## src/hdl/cbe_pkg.sv

```systemverilog
// Shared constants, codes and command/status types of the Bezier easing unit.
package cbe_pkg;

    // Curve range is 2^RANGE_BITS; Newton passes are bounded by MAX_ITERATIONS
    localparam int RANGE_BITS     = 10;
    localparam int MAX_ITERATIONS = 16;
    localparam int TOLERANCE      = 50;

    // Field widths
    localparam int PROG_W     = 11;
    localparam int X_W        = 11;
    localparam int Y_W        = 16;
    localparam int T_W        = 16;
    localparam int CFG_ADDR_W = 2;
    localparam int CFG_DATA_W = 16;

    // Narrow multiplier operand: holds t, R - t and every control coefficient
    localparam int OP_W   = 17;
    // Products are only needed modulo 2^PROD_W (top kept bits sit just below)
    localparam int PROD_W = 3 * RANGE_BITS + T_W;
    // x - x(t) and the scaled Newton dividend
    localparam int DIFF_W = 18;
    localparam int DVD_W  = DIFF_W + RANGE_BITS;
    // Sequencer counters
    localparam int PASS_W = $clog2(MAX_ITERATIONS + 1);
    localparam int STEP_W = 4;

    // Register indexes
    localparam logic [CFG_ADDR_W-1:0] CFG_X1 = 2'd0;
    localparam logic [CFG_ADDR_W-1:0] CFG_Y1 = 2'd1;
    localparam logic [CFG_ADDR_W-1:0] CFG_X2 = 2'd2;
    localparam logic [CFG_ADDR_W-1:0] CFG_Y2 = 2'd3;

    // Register reset values
    localparam logic [X_W-1:0] X1_RESET = 11'd0;
    localparam logic [Y_W-1:0] Y1_RESET = 16'd0;
    localparam logic [X_W-1:0] X2_RESET = 11'd1024;
    localparam logic [Y_W-1:0] Y2_RESET = 16'd1024;

    // Multiplier operand selects
    typedef enum logic [2:0] {
        A_PROD,
        A_T,
        A_C1,
        A_C2,
        A_D1,
        A_D2
    } t_a_sel;

    typedef enum logic {
        B_T,
        B_INV
    } t_b_sel;

    // Accumulator operations on the last product
    typedef enum logic [2:0] {
        ACC_NONE,
        ACC_LOAD3,
        ACC_ADD3,
        ACC_ADD6,
        ACC_ADDR
    } t_acc_op;

    // Controller to datapath
    typedef struct packed {
        logic    load;
        logic    mul_en;
        t_a_sel  a_sel;
        t_b_sel  b_sel;
        t_acc_op acc_op;
        logic    use_y;
        logic    latch_xt;
        logic    latch_d;
        logic    latch_y;
        logic    div_start;
        logic    t_update;
        logic    out_load;
        logic    out_conv;
    } t_dp_cmd;

    // Datapath to controller
    typedef struct packed {
        logic tol_ok;
        logic d_zero;
        logic div_done;
    } t_dp_stat;

endpackage

```

## src/hdl/cbe_div.sv

```systemverilog
// Restoring divider for the Newton step, one quotient bit per cycle.
module cbe_div
    import cbe_pkg::*;
(
    input  logic                    i_clk,
    input  logic                    i_rst_n,
    input  logic                    i_start,
    input  logic signed [DVD_W-1:0] i_dividend,
    input  logic signed [T_W-1:0]   i_divisor,
    output logic                    o_done,
    output logic        [T_W-1:0]   o_quot
);

    localparam int DV_W  = T_W + 1;
    localparam int CNT_W = $clog2(DVD_W + 1);

    logic [CNT_W-1:0] r_cnt;
    logic             r_done;
    logic [DVD_W-1:0] r_q;
    logic [DV_W-1:0]  r_rem;
    logic [DV_W-1:0]  r_dv;
    logic             r_neg;

    logic [DVD_W-1:0] w_dvd_mag;
    logic [DV_W-1:0]  w_dv_ext;
    logic [DV_W-1:0]  w_dv_mag;
    logic [DV_W:0]    w_trial;
    logic [DV_W:0]    w_sub;
    logic             w_ge;

    // operand magnitudes, sign of the quotient kept apart
    assign w_dvd_mag = i_dividend[DVD_W-1] ? (~i_dividend + DVD_W'(1)) : i_dividend;
    assign w_dv_ext  = {i_divisor[T_W-1], i_divisor};
    assign w_dv_mag  = w_dv_ext[DV_W-1] ? (~w_dv_ext + DV_W'(1)) : w_dv_ext;

    // shift in the next dividend bit and try the subtraction
    assign w_trial = {r_rem, r_q[DVD_W-1]};
    assign w_sub   = w_trial - {1'b0, r_dv};
    assign w_ge    = (w_trial >= {1'b0, r_dv});

    // control: bit counter and done pulse
    always_ff @(posedge i_clk) begin
        if (!i_rst_n) begin
            r_cnt  <= '0;
            r_done <= 1'b0;
        end else begin
            r_done <= 1'b0;
            if (i_start) begin
                r_cnt <= CNT_W'(DVD_W);
            end else if (r_cnt != '0) begin
                r_cnt  <= r_cnt - CNT_W'(1);
                r_done <= (r_cnt == CNT_W'(1));
            end
        end
    end

    // quotient shifts into the dividend register
    always_ff @(posedge i_clk) begin
        if (i_start) begin
            r_q   <= w_dvd_mag;
            r_rem <= '0;
            r_dv  <= w_dv_mag;
            r_neg <= i_dividend[DVD_W-1] ^ i_divisor[T_W-1];
        end else if (r_cnt != '0) begin
            r_q   <= {r_q[DVD_W-2:0], w_ge};
            r_rem <= w_ge ? w_sub[DV_W-1:0] : w_trial[DV_W-1:0];
        end
    end

    // truncating toward zero; only the low bits are needed, wrap is intended
    assign o_quot = r_neg ? (~r_q[T_W-1:0] + T_W'(1)) : r_q[T_W-1:0];
    assign o_done = r_done;

endmodule

```

## src/hdl/cbe_datapath.sv

```systemverilog
// Datapath: control registers, shared multiplier, accumulator, tolerance check and divider.
module cbe_datapath
    import cbe_pkg::*;
(
    input  logic                  i_clk,
    input  logic                  i_rst_n,
    input  logic                  i_cfg_we,
    input  logic [CFG_ADDR_W-1:0] i_cfg_addr,
    input  logic [CFG_DATA_W-1:0] i_cfg_wdata,
    input  logic [PROG_W-1:0]     i_progress,
    input  t_dp_cmd               i_cmd,
    output t_dp_stat              o_stat,
    output logic [Y_W-1:0]        o_eased_value,
    output logic                  o_converged
);

    localparam logic [OP_W-1:0] R_OP = OP_W'(1 << RANGE_BITS);
    localparam logic signed [DIFF_W-1:0] TOL_P = DIFF_W'(TOLERANCE);
    localparam logic signed [DIFF_W-1:0] TOL_N = DIFF_W'(-TOLERANCE);

    // control points
    logic [X_W-1:0] r_x1;
    logic [Y_W-1:0] r_y1;
    logic [X_W-1:0] r_x2;
    logic [Y_W-1:0] r_y2;

    // working registers
    logic [PROG_W-1:0] r_x;
    logic [T_W-1:0]    r_t;
    logic [T_W-1:0]    r_xt;
    logic [T_W-1:0]    r_d;
    logic [Y_W-1:0]    r_y;
    logic [PROD_W-1:0] r_prod;
    logic [PROD_W-1:0] r_acc;
    logic [Y_W-1:0]    r_out_y;
    logic              r_out_conv;

    logic [OP_W-1:0]                w_x1e;
    logic [OP_W-1:0]                w_x2e;
    logic [OP_W-1:0]                w_c1;
    logic [OP_W-1:0]                w_c2;
    logic [OP_W-1:0]                w_t_op;
    logic [OP_W-1:0]                w_inv;
    logic [OP_W-1:0]                w_small;
    logic signed [PROD_W-1:0]       w_a;
    logic signed [OP_W-1:0]         w_b;
    logic signed [PROD_W+OP_W-1:0]  w_full;
    logic signed [DIFF_W-1:0]       w_diff;
    logic [T_W-1:0]                 w_quot;
    logic                           w_div_done;

    // configuration writes
    always_ff @(posedge i_clk) begin
        if (!i_rst_n) begin
            r_x1 <= X1_RESET;
            r_y1 <= Y1_RESET;
            r_x2 <= X2_RESET;
            r_y2 <= Y2_RESET;
        end else if (i_cfg_we) begin
            unique case (i_cfg_addr)
                CFG_X1:  r_x1 <= i_cfg_wdata[X_W-1:0];
                CFG_Y1:  r_y1 <= i_cfg_wdata[Y_W-1:0];
                CFG_X2:  r_x2 <= i_cfg_wdata[X_W-1:0];
                CFG_Y2:  r_y2 <= i_cfg_wdata[Y_W-1:0];
                default: ;
            endcase
        end
    end

    // coefficients: x controls are unsigned, y controls signed
    assign w_x1e  = {{(OP_W-X_W){1'b0}}, r_x1};
    assign w_x2e  = {{(OP_W-X_W){1'b0}}, r_x2};
    assign w_c1   = i_cmd.use_y ? {{(OP_W-Y_W){r_y1[Y_W-1]}}, r_y1} : w_x1e;
    assign w_c2   = i_cmd.use_y ? {{(OP_W-Y_W){r_y2[Y_W-1]}}, r_y2} : w_x2e;
    assign w_t_op = {{(OP_W-T_W){r_t[T_W-1]}}, r_t};
    assign w_inv  = R_OP - w_t_op;

    // operand select
    always_comb begin
        case (i_cmd.a_sel)
            A_T:     w_small = w_t_op;
            A_C1:    w_small = w_c1;
            A_C2:    w_small = w_c2;
            A_D1:    w_small = w_x2e - w_x1e;
            A_D2:    w_small = R_OP - w_x2e;
            default: w_small = w_t_op;
        endcase
        if (i_cmd.a_sel == A_PROD) begin
            w_a = r_prod;
        end else begin
            w_a = {{(PROD_W-OP_W){w_small[OP_W-1]}}, w_small};
        end
        w_b = (i_cmd.b_sel == B_INV) ? w_inv : w_t_op;
    end

    // shared multiplier, kept modulo 2^PROD_W
    assign w_full = w_a * w_b;

    always_ff @(posedge i_clk) begin
        if (i_cmd.mul_en) begin
            r_prod <= w_full[PROD_W-1:0];
        end
    end

    // weighted sum of the chain products
    always_ff @(posedge i_clk) begin
        case (i_cmd.acc_op)
            ACC_LOAD3: r_acc <= r_prod + (r_prod << 1);
            ACC_ADD3:  r_acc <= r_acc + r_prod + (r_prod << 1);
            ACC_ADD6:  r_acc <= r_acc + (r_prod << 1) + (r_prod << 2);
            ACC_ADDR:  r_acc <= r_acc + (r_prod << RANGE_BITS);
            default:   ;
        endcase
    end

    // target, parameter t and the kept result bits
    always_ff @(posedge i_clk) begin
        if (i_cmd.load) begin
            r_x <= i_progress;
            r_t <= {{(T_W-PROG_W){1'b0}}, i_progress};
        end else if (i_cmd.t_update) begin
            r_t <= r_t + w_quot;
        end
        if (i_cmd.latch_xt) begin
            r_xt <= r_acc[3*RANGE_BITS +: T_W];
        end
        if (i_cmd.latch_d) begin
            r_d <= r_acc[2*RANGE_BITS +: T_W];
        end
        if (i_cmd.latch_y) begin
            r_y <= r_acc[3*RANGE_BITS +: Y_W];
        end
        if (i_cmd.out_load) begin
            r_out_y    <= r_y;
            r_out_conv <= i_cmd.out_conv;
        end
    end

    // distance to target
    assign w_diff = {{(DIFF_W-PROG_W){1'b0}}, r_x} - {{(DIFF_W-T_W){r_xt[T_W-1]}}, r_xt};

    // Newton step: (x - x(t)) * R / slope
    cbe_div u_div (
        .i_clk      (i_clk),
        .i_rst_n    (i_rst_n),
        .i_start    (i_cmd.div_start),
        .i_dividend ({w_diff, {RANGE_BITS{1'b0}}}),
        .i_divisor  (r_d),
        .o_done     (w_div_done),
        .o_quot     (w_quot)
    );

    assign o_stat.tol_ok   = (w_diff <= TOL_P) && (w_diff >= TOL_N);
    assign o_stat.d_zero   = (r_d == '0);
    assign o_stat.div_done = w_div_done;

    assign o_eased_value = r_out_y;
    assign o_converged   = r_out_conv;

endmodule

```

## src/hdl/cbe_ctrl.sv

```systemverilog
// Controller: sequences curve, slope, division and output for each input word.
module cbe_ctrl
    import cbe_pkg::*;
(
    input  logic     i_clk,
    input  logic     i_rst_n,
    input  logic     i_in_valid,
    output logic     o_in_ready,
    output logic     o_out_valid,
    input  logic     i_out_ready,
    output t_dp_cmd  o_cmd,
    input  t_dp_stat i_stat
);

    localparam logic [2:0] S_IDLE   = 3'd0;
    localparam logic [2:0] S_CURVE  = 3'd1;
    localparam logic [2:0] S_CHECK  = 3'd2;
    localparam logic [2:0] S_SLOPE  = 3'd3;
    localparam logic [2:0] S_DCHK   = 3'd4;
    localparam logic [2:0] S_DIV    = 3'd5;
    localparam logic [2:0] S_YCURVE = 3'd6;
    localparam logic [2:0] S_OUT    = 3'd7;

    localparam logic [STEP_W-1:0] CURVE_LAST = STEP_W'(9);
    localparam logic [STEP_W-1:0] SLOPE_LAST = STEP_W'(7);

    logic [2:0]        r_state, n_state;
    logic [STEP_W-1:0] r_step,  n_step;
    logic [PASS_W-1:0] r_pass,  n_pass;
    logic              r_conv,  n_conv;
    logic              r_out_valid, n_out_valid;

    t_dp_cmd w_curve;
    t_dp_cmd w_slope;

    // curve steps: 3*c1*t*inv^2 + 3*c2*t^2*inv + R*t^3
    always_comb begin
        w_curve = '0;
        case (r_step)
            STEP_W'(0): begin
                w_curve.mul_en = 1'b1; w_curve.a_sel = A_C1;   w_curve.b_sel = B_T;
            end
            STEP_W'(1), STEP_W'(2), STEP_W'(5): begin
                w_curve.mul_en = 1'b1; w_curve.a_sel = A_PROD; w_curve.b_sel = B_INV;
            end
            STEP_W'(3): begin
                w_curve.mul_en = 1'b1; w_curve.a_sel = A_C2;   w_curve.b_sel = B_T;
                w_curve.acc_op = ACC_LOAD3;
            end
            STEP_W'(4), STEP_W'(7): begin
                w_curve.mul_en = 1'b1; w_curve.a_sel = A_PROD; w_curve.b_sel = B_T;
            end
            STEP_W'(6): begin
                w_curve.mul_en = 1'b1; w_curve.a_sel = A_T;    w_curve.b_sel = B_T;
                w_curve.acc_op = ACC_ADD3;
            end
            STEP_W'(8): begin
                w_curve.acc_op = ACC_ADDR;
            end
            default: ;
        endcase
    end

    // slope steps: 3*c1*inv^2 + 6*(c2-c1)*inv*t + 3*(R-c2)*t^2
    always_comb begin
        w_slope = '0;
        case (r_step)
            STEP_W'(0): begin
                w_slope.mul_en = 1'b1; w_slope.a_sel = A_C1;   w_slope.b_sel = B_INV;
            end
            STEP_W'(1): begin
                w_slope.mul_en = 1'b1; w_slope.a_sel = A_PROD; w_slope.b_sel = B_INV;
            end
            STEP_W'(2): begin
                w_slope.mul_en = 1'b1; w_slope.a_sel = A_D1;   w_slope.b_sel = B_INV;
                w_slope.acc_op = ACC_LOAD3;
            end
            STEP_W'(3), STEP_W'(5): begin
                w_slope.mul_en = 1'b1; w_slope.a_sel = A_PROD; w_slope.b_sel = B_T;
            end
            STEP_W'(4): begin
                w_slope.mul_en = 1'b1; w_slope.a_sel = A_D2;   w_slope.b_sel = B_T;
                w_slope.acc_op = ACC_ADD6;
            end
            STEP_W'(6): begin
                w_slope.acc_op = ACC_ADD3;
            end
            default: ;
        endcase
    end

    // next state and commands
    always_comb begin
        n_state     = r_state;
        n_step      = r_step;
        n_pass      = r_pass;
        n_conv      = r_conv;
        o_cmd       = '0;
        o_in_ready  = (r_state == S_IDLE);

        unique case (r_state)
            S_IDLE: begin
                if (i_in_valid) begin
                    o_cmd.load = 1'b1;
                    n_pass     = '0;
                    n_step     = '0;
                    n_state    = S_CURVE;
                end
            end
            S_CURVE: begin
                o_cmd  = w_curve;
                n_step = r_step + STEP_W'(1);
                if (r_step == CURVE_LAST) begin
                    o_cmd.latch_xt = 1'b1;
                    n_step         = '0;
                    n_state        = S_CHECK;
                end
            end
            S_CHECK: begin
                if (i_stat.tol_ok) begin
                    n_conv  = 1'b1;
                    n_state = S_YCURVE;
                end else if (r_pass == PASS_W'(MAX_ITERATIONS)) begin
                    n_conv  = 1'b0;
                    n_state = S_YCURVE;
                end else begin
                    n_state = S_SLOPE;
                end
            end
            S_SLOPE: begin
                o_cmd  = w_slope;
                n_step = r_step + STEP_W'(1);
                if (r_step == SLOPE_LAST) begin
                    o_cmd.latch_d = 1'b1;
                    n_step        = '0;
                    n_state       = S_DCHK;
                end
            end
            S_DCHK: begin
                if (i_stat.d_zero) begin
                    n_conv  = 1'b0;
                    n_state = S_YCURVE;
                end else begin
                    o_cmd.div_start = 1'b1;
                    n_state         = S_DIV;
                end
            end
            S_DIV: begin
                if (i_stat.div_done) begin
                    o_cmd.t_update = 1'b1;
                    n_pass         = r_pass + PASS_W'(1);
                    n_state        = S_CURVE;
                end
            end
            S_YCURVE: begin
                o_cmd       = w_curve;
                o_cmd.use_y = 1'b1;
                n_step      = r_step + STEP_W'(1);
                if (r_step == CURVE_LAST) begin
                    o_cmd.latch_y = 1'b1;
                    n_step        = '0;
                    n_state       = S_OUT;
                end
            end
            S_OUT: begin
                if (!r_out_valid || i_out_ready) begin
                    o_cmd.out_load = 1'b1;
                    o_cmd.out_conv = r_conv;
                    n_state        = S_IDLE;
                end
            end
            default: n_state = S_IDLE;
        endcase

        n_out_valid = (r_out_valid && !i_out_ready) || o_cmd.out_load;
    end

    // state registers
    always_ff @(posedge i_clk) begin
        if (!i_rst_n) begin
            r_state     <= S_IDLE;
            r_step      <= '0;
            r_pass      <= '0;
            r_conv      <= 1'b0;
            r_out_valid <= 1'b0;
        end else begin
            r_state     <= n_state;
            r_step      <= n_step;
            r_pass      <= n_pass;
            r_conv      <= n_conv;
            r_out_valid <= n_out_valid;
        end
    end

    assign o_out_valid = r_out_valid;

`ifndef NO_ASSERTIONS
    a_pass_bound: assert property (@(posedge i_clk) disable iff (!i_rst_n)
        r_pass <= PASS_W'(MAX_ITERATIONS))
        else $error("pass count beyond limit");

    a_div_nonzero: assert property (@(posedge i_clk) disable iff (!i_rst_n)
        o_cmd.div_start |-> !i_stat.d_zero)
        else $error("division started with zero slope");

    a_update_on_done: assert property (@(posedge i_clk) disable iff (!i_rst_n)
        o_cmd.t_update |-> i_stat.div_done)
        else $error("t updated before quotient ready");

    a_out_no_overwrite: assert property (@(posedge i_clk) disable iff (!i_rst_n)
        o_cmd.out_load |-> (!r_out_valid || i_out_ready))
        else $error("output word overwritten before taken");
`endif

endmodule

```

## src/hdl/cubic_bezier_easing_unit.sv

```systemverilog
// Cubic Bezier easing unit: top level with stream ports and configuration write port.
// Solves x(t) = progress by Newton iteration on a cubic Bezier easing curve with end
// points (0,0) and (R,R), R = 2^RANGE_BITS, and returns y(t) with a converged flag.
// One word is worked on at a time, on a single shared multiplier plus a bit-serial
// divider: the first x(t) is formed, then each Newton pass computes the slope, runs
// the 28-bit division and forms the new x(t), with at most 16 passes, and y(t) plus
// the output load come last. A new word is accepted while the previous result still
// waits in the output register. Control points must be written through the cfg port
// (index 0: x1, 1: y1, 2: x2, 3: y2) only while the unit is idle; the unit itself
// does not enforce this.
module cubic_bezier_easing_unit
    import cbe_pkg::*;
(
    input  logic                  i_clk,
    input  logic                  i_rst_n,
    // configuration
    input  logic                  i_cfg_we,
    input  logic [CFG_ADDR_W-1:0] i_cfg_addr,
    input  logic [CFG_DATA_W-1:0] i_cfg_wdata,
    // input stream
    input  logic                  i_s_axis_tvalid,
    output logic                  o_s_axis_tready,
    input  logic [15:0]           i_s_axis_tdata,   // [10:0] progress, rest zero
    // output stream
    output logic                  o_m_axis_tvalid,
    input  logic                  i_m_axis_tready,
    output logic [15:0]           o_m_axis_tdata,   // [15:0] eased_value
    output logic                  o_m_axis_tuser    // [0] converged
);

    t_dp_cmd  w_cmd;
    t_dp_stat w_stat;

    cbe_ctrl u_ctrl (
        .i_clk       (i_clk),
        .i_rst_n     (i_rst_n),
        .i_in_valid  (i_s_axis_tvalid),
        .o_in_ready  (o_s_axis_tready),
        .o_out_valid (o_m_axis_tvalid),
        .i_out_ready (i_m_axis_tready),
        .o_cmd       (w_cmd),
        .i_stat      (w_stat)
    );

    cbe_datapath u_datapath (
        .i_clk         (i_clk),
        .i_rst_n       (i_rst_n),
        .i_cfg_we      (i_cfg_we),
        .i_cfg_addr    (i_cfg_addr),
        .i_cfg_wdata   (i_cfg_wdata),
        .i_progress    (i_s_axis_tdata[PROG_W-1:0]),
        .i_cmd         (w_cmd),
        .o_stat        (w_stat),
        .o_eased_value (o_m_axis_tdata),
        .o_converged   (o_m_axis_tuser)
    );

endmodule
```

## config.mk

```make
export PLATFORM = sky130hd
export DESIGN_NAME = cubic_bezier_easing_unit
export DESIGN_NICKNAME = d
export VERILOG_FILES = /design/src/hdl/cbe_pkg.sv /design/src/hdl/cbe_div.sv /design/src/hdl/cbe_datapath.sv /design/src/hdl/cbe_ctrl.sv /design/src/hdl/cubic_bezier_easing_unit.sv
export SDC_FILE = /design/constraint.sdc
export NUM_CORES = 2
export LEC_CHECK = 0
export ABC_AREA = 0
export BUFFER_PORTS_ARGS = -buffer_cell sky130_fd_sc_hd__clkbuf_2
export CAP_MARGIN = 20
export CORE_AREA = 2 2 478 290
export DETAILED_ROUTE_END_ITERATION = 6
export DIE_AREA = 0 0 480 292
export PLACE_DENSITY_LB_ADDON = 0.1
export SKIP_LAST_GASP = 1
export SLEW_MARGIN = 20
export SYNTH_ARGS = -nofsm -noshare
export SYNTH_HDL_FRONTEND = slang
export SYNTH_HIERARCHICAL = 1
export SYNTH_SLANG_ARGS = --single-unit
export TNS_END_PERCENT = 10
```

## constraint.sdc

```tcl
create_clock -name i_clk -period 16.71 [get_ports i_clk]
set_clock_uncertainty 0.05 [all_clocks]
set_input_delay 2.5065 -clock i_clk [delete_from_list [all_inputs] [get_ports i_clk]]
set_output_delay 2.5065 -clock i_clk [all_outputs]
set_load 0.02 [all_outputs]
```

==> impl_metrics.toml <==
[sta]
hold_viol_final = 0
setup-tns-final_ps = 0
setup-violations-final = 0
final_max_slew_viol_count = 0
max_slew_margin_pct = 21.51
rsz0062_at_grt = "false"
finalCritPeriodShare_pct = 77.17
worstMarginPinSlew_ps = 1177
post-route-min-period_ps = 12890
max_freq_ghz = 0.07755

[critical_path]
cp-endpoint = "u_datapath/r_prod[45]"
worstPathArrival_ps = 13190
slowest_stage = "dfxtp_1"
reg2reg_depth = 35
critPathLaunchType = "flop"
crit_buf_inv = 8
crit_cells = 35
worst-endpoint-required_ps = 17000
critical_path_class = "reg2reg"
startpoint = "u_ctrl/r_state[0]"
slowest_delay_ps = 770
critPathCaptureType = "flop"
critical_path_peak_fanout = 27
path_delay_family = "compound AO/OA/AOI/OAI gates"
regToRegSetupSlack_ps = 3820
r2r_start = "u_ctrl/r_state[0]"
crit_top_cell = "fa_1"
timing.rr.end = "u_datapath/r_prod[45]"

[min_path]
hold_path_depth = 0
hold_class = "reg2reg"

[drt]
wl_per_cell_um = 23.89
firstDrtPassIters = 6
drt_wl_total_um = 173400
first_iter_violations = 3670
viasPerCell = 5.357
ant_nets = 0
drc = 0
num_vias = 38880

[outcome]
status = "finished, final reports clean"

[clock_tree]
htree_levels = 2
clockBufferDepth = 3
clk_pin_slew_worst_paths_ps = 70
root_buffer = "clkbuf_16"
numCtsBuffers = 38
ctsResizeCount = 0
cts_setup_buffers = 0
clk_latency_ps = 630
cts_tree = "yes"
postCtsHoldBufs = 0
cts_sinks = 321

[yosys]
synth_cell_types = 98
syn_area_sq_um = 47300
ys_seq_elements = 321
yosysWarnings = 6
ys.flop_type = "edfxtp_1"
synth_area_per_cell_sq_um = 8.833
synthArstFlopShare_pct = 0
synthCells = 5355
synth_edf_count = 225
synth_seq_area_share_pct = 18.35

[global_routing]
gr-total-overflow = 0
grt_usage_pct = 24.76
grt_pass1_wl_um = 257100
grt_pass1_vias = 37730
grt_max_degree = 63
antenna_found_initial = 4

[layout]
drive_above_1_share_pct = 6.217
design_area_sq_um = 51550
multi_input_area_sq_um = 35580
layout_commonest_cell = "inv_1"
mostFrequentLayoutCells = "715 x inv_1, 645 x nand2_1, 624 x fa_1, 520 x nor2_1, 358 x ha_1"
stdcell_count = 7257
fill_cells = 14010
final_nets = 6430
syn_to_final_growth_pct = 8.978
seqCellArea_sq_um = 8678

[floorplan]
pin_count = 58
die_y_um = 292
dieArea_sq_um = 140200
start_util_pct = 34.82
dieWidth_um = 480
rows = 105
core_sq_um = 135800

[placement]
placed_cell_area_sq_um = 50320
hpwl_um = 136600
place_inst = 7187
port_buffers = 52
gp_congestion = 0.9071

[job]
max_cap_viol_count = 0
## flip-flops by register name (all words and copies together), names as in the netlist, 17 cells and up
signal	flops
u_datapath/u_div/r_rem	17
u_datapath/u_div/r_q	28
u_datapath/u_div/r_dv	17
u_datapath/r_prod	46
u_datapath/r_acc	46
## cell families after synthesis
kind of cell	Yosys count	synth area share (%)
adder cells (fa/ha/maj)	982	35.88
buffers and inverters	901	7.214
XOR/XNOR	326	6.182
multiplexers	64	1.450
AO/OA/AOI/OAI	1136	15.64
AND/OR/NAND/NOR	1623	15.27
other	2	0.01588
flip-flops	321	18.35
## routing by layer
layer	vias up	track usage (%)	part of all wire (%)
met5	-	0.8550	0.11
met2	1588	29.51	34
met3	137	9.269	12
li1	18000	-	-
met1	19150	40.73	52
met4	4	3.705	1.5
## per-stage QoR
| stage | utilization, % | hold slack (ps) | setup slack [ps] |
|---|---|---|---|
| finish | 37.95 | 370.5 | 3815 |
| global placement | 37.03 | 354.3 | 4213 |
| global route | 37.95 | 378.4 | 3302 |
| detailed placement | 37.04 | 354.5 | 4199 |
| CTS | 37.93 | 371.9 | 4135 |
| floorplan | - | 350.3 | 7159 |
## final cells by class
class | count | share of cell area, %
Multi-Input combinational cell | 4166 | 69.03
Sequential cell | 321 | 16.84
Inverter | 718 | 5.233
Tap cell | 1819 | 4.415
Timing Repair Buffer | 164 | 2.143
Clock buffer | 49 | 2.024
Clock inverter | 19 | 0.3156
Antenna cell | 1 | 0.004855
## Yosys cell counts, types with 21 or more instances
library cell,n,area share (%)
nand2b_1,65,0.86
edfxtp_1,225,14
inv_1,716,5.7
o22ai_1,46,0.61
nand2_1,645,5.1
xnor2_1,193,3.6
nor3_1,58,0.61
ha_1,358,9.5
a21boi_0,56,0.89
a21o_1,135,2.1
a211oi_1,47,0.75
mux2i_1,40,0.85
nor4_1,35,0.46
a21oi_1,336,3.6
or3_1,23,0.30
nor2b_1,71,0.94
clkbuf_1,159,1.3
a31oi_1,31,0.41
o31ai_1,31,0.49
mux2_2,22,0.52
nor2_1,527,4.2
and3_1,37,0.49
dfxtp_1,96,4.1
o211ai_1,21,0.33
fa_1,624,26
xor2_1,128,2.4
nand3_1,55,0.58
o21a_1,49,0.78
o21bai_1,32,0.51
o21ai_0,186,2.0
## worst min-delay path by stage
stage                                   from                            to  slack [ps]
final                      u_datapath/r_y[3]   u_datapath/o_eased_value[3]         370
after global routing      u_datapath/r_y[12]  u_datapath/o_eased_value[12]         380
after CTS                  u_datapath/r_y[3]   u_datapath/o_eased_value[3]         370
after detailed placement   u_datapath/r_y[5]   u_datapath/o_eased_value[5]         350
after global placement    u_datapath/r_y[10]  u_datapath/o_eased_value[10]         350
after floorplan            u_datapath/r_y[0]   u_datapath/o_eased_value[0]         350
Power is not shown: default switching activity piles up to over one toggle a cycle in this logic, so the estimate is an artifact.
